<file path="src/psrs_pkg.sv">
package psrs_pkg;

    localparam int SLOT_COUNT_DEF  = 256;
    localparam int SAMPLE_BITS_DEF = 32;

    localparam logic CMD_SAMPLE = 1'b0;
    localparam logic CMD_CLEAR  = 1'b1;

    typedef struct packed {
        logic        command;
        logic [7:0]  slot;
        logic [31:0] sample;
    } in_item_t;

    typedef struct packed {
        logic [7:0]  slot_out;
        logic [31:0] current_time;
        logic [31:0] mean_time;
        logic [31:0] std_dev;
        logic [31:0] max_time;
        logic [31:0] sample_count;
    } out_item_t;

    // controller -> datapath
    typedef struct packed {
        logic load;       // capture input, issue memory read
        logic clr_start;  // begin clear sweep at entry 0
        logic clr_step;   // write zero to sweep entry, advance
        logic upd;        // compute count/max/mean-abs diff
        logic div_start;  // begin mean step division
        logic div_step;
        logic mean_fin;   // form new mean and deviation product operands
        logic mul_step;   // multiply partial
        logic q_fin;      // add to Q, write back
        logic vdiv_start; // begin Q/(n-1)
        logic vdiv_step;
        logic sqrt_start;
        logic sqrt_step;
        logic res_fin;    // form output item
    } cmd_t;

    // datapath -> controller
    typedef struct packed {
        logic is_clear;
        logic in_range;
        logic clr_last;
        logic n_gt1;
    } stat_t;

endpackage

</file>
<file path="src/psrs_ctrl.sv">
module psrs_ctrl
(
    input  logic            clk,
    input  logic            rst_n,
    input  logic            in_valid,
    output logic            in_stall,
    output logic            out_valid,
    input  logic            out_stall,
    input  psrs_pkg::stat_t st,
    output psrs_pkg::cmd_t  cmd
);
    import psrs_pkg::*;

    typedef enum logic [3:0] {
        S_INIT, S_IDLE, S_RD, S_DEC, S_CLR, S_UPD, S_DIV, S_MEAN, S_MUL, S_Q,
        S_VDIV, S_SQRT, S_FIN
    } state_t;

    state_t     state_reg, state_next;
    logic [6:0] cnt_reg, cnt_next;
    logic       ov_reg, ov_next;

    assign out_valid = ov_reg;
    assign in_stall  = (state_reg != S_IDLE);

    always_comb
    begin
        state_next = state_reg;
        cnt_next   = cnt_reg;
        ov_next    = ov_reg;
        cmd        = '0;
        if (ov_reg && !out_stall)
        begin
            ov_next = 1'b0;
        end
        case (state_reg)
            S_INIT:
            begin
                cmd.clr_start = 1'b1;
                state_next    = S_CLR;
            end
            S_IDLE:
            begin
                if (in_valid)
                begin
                    cmd.load   = 1'b1;
                    state_next = S_RD;
                end
            end
            S_RD:
            begin
                state_next = S_DEC;
            end
            S_DEC:
            begin
                if (st.is_clear)
                begin
                    cmd.clr_start = 1'b1;
                    state_next    = S_CLR;
                end
                else if (st.in_range)
                begin
                    state_next = S_UPD;
                end
                else
                begin
                    state_next = S_IDLE;
                end
            end
            S_CLR:
            begin
                cmd.clr_step = 1'b1;
                if (st.clr_last)
                begin
                    state_next = S_IDLE;
                end
            end
            S_UPD:
            begin
                cmd.upd    = 1'b1;
                state_next = S_DIV;
                cnt_next   = 7'd0;
            end
            S_DIV:
            begin
                if (cnt_reg == 7'd0)
                begin
                    cmd.div_start = 1'b1;
                end
                else
                begin
                    cmd.div_step = 1'b1;
                end
                cnt_next = cnt_reg + 7'd1;
                if (cnt_reg == 7'd33)
                begin
                    state_next = S_MEAN;
                end
            end
            S_MEAN:
            begin
                cmd.mean_fin = 1'b1;
                cnt_next     = 7'd0;
                state_next   = S_MUL;
            end
            S_MUL:
            begin
                cmd.mul_step = 1'b1;
                cnt_next     = cnt_reg + 7'd1;
                if (cnt_reg == 7'd1)
                begin
                    state_next = S_Q;
                end
            end
            S_Q:
            begin
                cmd.q_fin  = 1'b1;
                cnt_next   = 7'd0;
                state_next = S_VDIV;
            end
            S_VDIV:
            begin
                if (!st.n_gt1)
                begin
                    state_next = S_FIN;
                end
                else
                begin
                    if (cnt_reg == 7'd0)
                    begin
                        cmd.vdiv_start = 1'b1;
                    end
                    else
                    begin
                        cmd.vdiv_step = 1'b1;
                    end
                    cnt_next = cnt_reg + 7'd1;
                    if (cnt_reg == 7'd64)
                    begin
                        cnt_next   = 7'd0;
                        state_next = S_SQRT;
                    end
                end
            end
            S_SQRT:
            begin
                if (cnt_reg == 7'd0)
                begin
                    cmd.sqrt_start = 1'b1;
                end
                else
                begin
                    cmd.sqrt_step = 1'b1;
                end
                cnt_next = cnt_reg + 7'd1;
                if (cnt_reg == 7'd32)
                begin
                    state_next = S_FIN;
                end
            end
            S_FIN:
            begin
                if (!ov_next)
                begin
                    cmd.res_fin = 1'b1;
                    ov_next     = 1'b1;
                    state_next  = S_IDLE;
                end
            end
            default:
            begin
                state_next = S_IDLE;
            end
        endcase
    end

    always_ff @(posedge clk or negedge rst_n)
    begin
        if (!rst_n)
        begin
            state_reg <= S_INIT;
            cnt_reg   <= '0;
            ov_reg    <= 1'b0;
        end
        else
        begin
            state_reg <= state_next;
            cnt_reg   <= cnt_next;
            ov_reg    <= ov_next;
        end
    end

endmodule

</file>
<file path="config.mk">
export PLATFORM = sky130hd
export DESIGN_NAME = psrs_ctrl
export DESIGN_NICKNAME = d
export VERILOG_FILES = /design/src/psrs_pkg.sv /design/src/psrs_ctrl.sv
export SDC_FILE = /design/constraint.sdc
export NUM_CORES = 1
export LEC_CHECK = 0
export BUFFER_PORTS_ARGS = -buffer_cell sky130_fd_sc_hd__buf_2
export CAP_MARGIN = 20
export CELL_PAD_IN_SITES_DETAIL_PLACEMENT = 1
export CELL_PAD_IN_SITES_GLOBAL_PLACEMENT = 2
export CORE_ASPECT_RATIO = 1.4
export CORE_MARGIN = 5
export CORE_UTILIZATION = 31
export CTS_CLUSTER_DIAMETER = 80
export DETAILED_ROUTE_END_ITERATION = 10
export PLACE_DENSITY_LB_ADDON = 0.1
export SLEW_MARGIN = 20
export SYNTH_ARGS = -nofsm -noshare
export SYNTH_HDL_FRONTEND = slang
export SYNTH_SLANG_ARGS = --single-unit
</file>
<file path="constraint.sdc">
create_clock -name clk -period 2.4 [get_ports clk]
set_input_delay 0.12 -clock clk [delete_from_list [all_inputs] [get_ports clk]]
set_output_delay 0.12 -clock clk [all_outputs]
set_load 0.02 [all_outputs]
</file>
== Word-level counts from Yosys, hierarchy flattened ==
Cells that the tools add are included.

* Logic and storage cells: 71
* Input bits: 8
* Memories kept: 0
* Output and inout bits: 16
* Memory bits (read-only): 0
* Bits in writable memories: 0
* Bits in latches: 0
* Register bits: 12

* Bitwise gates (word level): 0
* Equality and inequality tests: 25
* Shifts and indexed selects: 0
* Multiply operators: 0
* Magnitude comparators: 0
* $add $sub $neg: 1
* Reduce and logical (&&, ||, !) cells: 9
* Divide/modulo/power cells: 0
* Mux-type cells: 33

{| class="wikitable"
|+ Operators by type and width
! cell !! count
|-
| 4-bit one-hot mux with 13 select lines || 1
|-
| 4-bit two-way mux || 8
|-
| 7-bit one-hot mux with 3 select lines || 1
|-
| 4-bit equality test (second input constant) || 5
|-
| 4-bit by 3-bit equality test with 1-bit output (second input constant) || 4
|-
| 7-bit by 6-bit equality test with 1-bit output (second input constant) || 2
|-
| 1-bit two-way mux || 14
|-
| 7-bit two-way mux || 2
|-
| 2-bit inequality test (second input constant) || 7
|-
| 4-bit by 2-bit equality test with 1-bit output (second input constant) || 2
|-
| 2-bit two-way mux || 4
|-
| 7-bit by 1-bit adder with 7-bit output (second input constant) || 1
|-
| 7-bit by 1-bit equality test with 1-bit output (second input constant) || 1
|-
| 7-bit equality test (second input constant) || 1
|-
| 7-bit zero test || 1
|-
| 7-bit AND reduction || 1
|-
| 3-bit two-way mux || 2
|-
| 3-bit OR reduction || 2
|-
| 4-bit by 1-bit equality test with 1-bit output (second input constant) || 1
|-
| 4-bit zero test || 1
|-
| 4-bit by 1-bit inequality test with 1-bit output (second input constant) || 1
|-
| 3-bit inequality test (second input constant) || 1
|-
| 3-bit nonzero test || 1
|-
| 1-bit one-hot mux with 2 select lines || 1
|-
| 3 further kinds || 3
|}

== Depth between registers and ports, before layout ==
* Depth after elaboration: 5
* Mapped depth: 7
* Mapped depth without buffers: 7

== Worst setup path before layout ==
Ideal clock, no wire load.

* Kind: register to register
* Start point: reg cnt_reg[2]
* End point: reg state_reg[0]
* Clock period less this slack: 2.108 ns
* Path slack: 0.292 ns
* Arrival time: 1.980 ns
* Buffers on the path: 0
* Stages on the path, launching flop included: 6
* Required time: 2.272 ns
* Cells stage by stage: dfrtp_1 > or4_4 > a2bb2oi_1 > o21a_1 > nor4_4 > mux2_1

* Cells in the longest elaborated chain, start to end: 3

{| class="wikitable"
|+ RTL lines
! item !! RTL line !! text
|-
| start, declared || psrs_ctrl.sv:20 || <nowiki>logic [6:0] cnt_reg, cnt_next;</nowiki>
|-
| start signal, assigned || psrs_ctrl.sv:188 || <nowiki>cnt_reg <= cnt_next;</nowiki>
|-
| 7-bit equality test, or another cell as far along || psrs_ctrl.sv:138 || <nowiki>if (cnt_reg == 7'd64)</nowiki>
|-
| 3-bit inequality test (no source line) / 2-bit inequality test (equally long branches) || -- ||
|-
| 7-bit AND reduction (no source line) (*) || -- ||
|-
| end signal, assigned || psrs_ctrl.sv:187 || <nowiki>state_reg <= state_next;</nowiki>
|-
| end, declared || psrs_ctrl.sv:19 || <nowiki>state_t state_reg, state_next;</nowiki>
|}

Mark *: on every way between the ends. The rest lies on a longest branch, timed or not.
A chain may end at the register's enable or synchronous reset.

== Worst setup path after layout ==
* Start point: reg cnt_reg[2]
* End point: reg state_reg[2]

Same word-level chain as after synthesis.

==> results.py <==
metrics = {
    "synth": {
        "mappedNetlistArea_mm2": 0.00111,
        "synth-edff-count": 0,
        "yosys-mux-area-fraction_pct": 3.03,
        "yosysTopAreaCell": "dfrtp_1",
        "combinational_family_with_the_most_area_after_synthesis": "simple AND/OR/NAND/NOR gates",
        "ys_seq_area_share_pct": 27.0,
        "postSynthCellCount": 136,
        "synth_compound_area_share_pct": 15.8,
        "synth_warn": 0,
        "yosys.area_share.xor_xnor_pct": 3.93,
        "synth_seq_cells": 12,
        "count_of_unique_library_cells_instantiated_by_yosys": 41,
        "syn-mean-instance-area_um2": 8.19,
        "synth_fa_ha_area_share_pct": 3.37,
        "synth_simple_gate_area_share_pct": 37.3,
        "synth-async-reset-ratio_pct": 100,
        "synth_fp_nets": 147,
        "synth_top_flop_cell": "dfrtp_1",
        "post_synth_main_area_contributors": "dfrtp_1 (27%), nor2_1 (7.1%), o21ai_0 (4.9%), nor3_1 (4.5%), buf_6 (4.0%)",
        "netlist.area_leader.share_pct": 27.0,
    },
    "worst_setup_path": {
        "timing.critical_path.fanout_max": 7,
        "crit_path_launch": "cnt_reg[2]",
        "worst_setup_path_end_kind": "register",
        "startpoint_type": "register",
        "worst_ep_arrival_time_ns": 2.45,
        "worst-endpoint-required_ns": 2.52,
        "cp_cell_sequence": "or4_4, nor4b_1, a2111oi_2, nor4_4, mux2_1",
        "critPathKind": "reg2reg",
        "cp_slowest_cell": "or4_4",
        "critPathMaxStageDelay_ns": 0.58,
        "crit-reg2reg-launch": "cnt_reg[2]",
    },
    "cts": {
        "clk-insertion-delay-late_ns": 0.24,
        "cts_htree_levels": 1,
        "clock_sinks": 12,
        "cts_inserted_buffers": 3,
        "tritoncts_clock_tree": "built",
        "cts_buffer_depth": 2,
        "clock_transition_at_the_registers_of_the_reported_paths_ns": 0.06,
        "clockRootBuffer": "clkbuf_8",
    },
    "timing": {
        "post-route-worst-setup-slack_ns": 0.0726,
        "slew_at_the_pin_closest_to_its_max_slew_limit_ns": 0.497,
        "post-route-period-util_pct": 97.0,
        "slew_headroom_pct": 66.8,
        "totalNegativeSetupSlack_ns": 0,
        "setup_violations": 0,
        "grt_setup_unrepaired": "no",
        "achievable-frequency_mhz": 430,
        "clock_skew_ns": 0.000887,
        "whs_ns": 0.201,
        "slew_viol_final": 0,
        "timing.final.hold_violations": 0,
        "finalCriticalPeriod_ns": 2.33,
    },
    "floorplan": {
        "die_area_mm2": 0.00491,
        "initial_utilization_pct": 32.7,
        "core-area_mm2": 0.00341,
        "io-pin-count": 24,
        "die_height_um": 80.9,
        "floorplan.rows": 25,
        "fp.dieW_um": 60.7,
    },
    "cells_and_area": {
        "layout-drive-gt1-share_pct": 28.8,
        "stdcell_area_mm2": 0.00131,
        "syn_to_final_growth_pct": 17.9,
        "sequential_cell_area_um2": 300,
        "final_nets": 175,
        "fillers": 424,
        "fin_util_pct": 38.5,
        "largest_reg_flops": 7,
        "antenna-diode-count": 0,
        "area_used_by_multi_input_combinational_logic_um2": 707,
    },
    "pwr": {
        "power_density_mw_per_mm2": 336,
        "vdd_ir_drop_max_mv": 0.238,
        "p_leak_uw": 0.000629,
    },
    "detailed_routing": {
        "detailroute.via_count": 1075,
        "avgViaCountPerCell": 5.30,
        "drc_errors": 0,
        "dr.pass1.iters": 3,
        "route.detailed.wl_per_inst_um": 15.9,
        "ant_nets": 0,
        "routed_wl_um": 3220,
        "detail_route.iter0.violations": 21,
    },
    "grt": {
        "grt_start_max_net_pins": 19,
        "grt_pass1_wl_um": 5420,
        "grt_pass1_vias": 1190,
        "antenna_found_initial": 0,
        "grt_overflow_total": 0,
        "track_usage_pct": 14.6,
    },
    "worst_hold_path": {
        "min-delay-path-class": "in2reg",
        "holdCritStartpoint": "out_stall",
    },
    "place": {
        "dpl_cell_area_mm2": 0.00125,
        "dp.final_hpwl_um": 2610,
        "finalWeightedCongestion": 0.807,
        "worst_setup_slack_before_clock_tree_synthesis_ns": 0.0970,
        "place.port_buffers": 23,
    },
    "outcome": {
        "status": "finished clean",
    },
    "flow_run": {
        "maxCapViolCount": 0,
    },
}
[synth_stat cells (2+ instances only)]
cell type,number
inv_1,6
nand4_1,2
or2_2,3
o21ai_0,11
nand3b_1,2
nand2_1,7
dfrtp_1,12
clkbuf_8,2
o31ai_1,2
nand2b_1,3
nor2_1,21
buf_6,4
xnor2_1,5
ha_1,3
and2_1,2
mux2_1,3
nand3_1,2
a21oi_1,4
nor3_1,10
a2bb2oi_1,2
or2b_2,3
nor3b_1,4
nor2b_1,5
[per-layer routing]
layer	wire (um)	track usage, %	vias up	part of all wire [%]
li1	-	-	535	-
met1	1280	15.3	520	40
met2	1790	28.1	14	56
met3	92	2.07	6	2.9
met4	56	5.42	0	1.7
met5	0	0	-	0
[what timing repair did]
| item | CTS | global route |
|---|---|---|
| hold buffers | 1 | 0 |
| endpoints found under the setup margin | 0 | 0 |
| resized for setup | 0 | 0 |
| setup buffers | 0 | 0 |
| endpoints found under the hold margin | 12 | 0 |
[worst max-delay path, delay by kind of cell (launching register included)]
kind | cells | cell delay (ns)
AO/OA/AOI/OAI | 1 | 0.13
flip-flops | 1 | 0.45
multiplexers | 1 | 0.37
AND/OR/NAND/NOR | 3 | 1.26
[where the power goes]
group	switching, uW	internal [uW]
Combinational	7.69	6.53
Sequential	0.0000000000000289	202
Clock	79.1	145
Total	86.8	354
[logic make-up (layout without fill, tap and decap cells)]
family,count (synthesis),after routing
buf+inv,14,41
xor+xnor,5,5
mux,3,3
simple gates,72,72
fa+ha+maj,3,3
compound gates,27,27
flops,12,12
[cells in the final DEF, fill, tap and decap left out, drive strengths merged, types with 2 or more instances in the layout]
cell type and count:
nor2 21, nand2b 3, nor3 10, inv 6, clkbuf 4, nand3b 2, dfrtp 12, nand2 7
nand3 2, or2b 3, nor2b 5, buf 30, nor3b 4, ha 3, xnor2 5, a21oi 4
or2 3, o21ai 11, and2 2, o31ai 2, a2bb2oi 2, mux2 3, nand4 2
[metrics by stage]
| stage | instances | total power (uW) |
|---|---|---|
| detailed placement | 198 | 219 |
| finish | 203 | 441 |
| global route | 203 | 468 |
| global placement | 198 | 219 |
| CTS | 203 | 451 |
| floorplan | 136 | 208 |
[final cells by class]
cell class,count,share of cell area [%]
multi-input cells,110,53.9
flip-flops and latches,12,22.9
repair buffers,31,13.5
clock buffers,4,4.19
well taps,40,3.81
inverters,6,1.72
[worst paths after layout]
| path | depth (start not counted) | to | slack (ns) |
|---|---|---|---|
| worst max register to register | 5 | state_reg[2] | 0.07 |
| min in group asynchronous | 2 | cnt_reg[3] | 0.29 |
| worst min-delay path | 3 | out_valid | 0.20 |
| worst min register to register | 1 | cnt_reg[0] | 0.58 |
| max in group asynchronous | 2 | state_reg[0] | 1.89 |
| worst max-delay path | 5 | state_reg[2] | 0.07 |
Note: power is estimated with default switching activity, not from simulation.
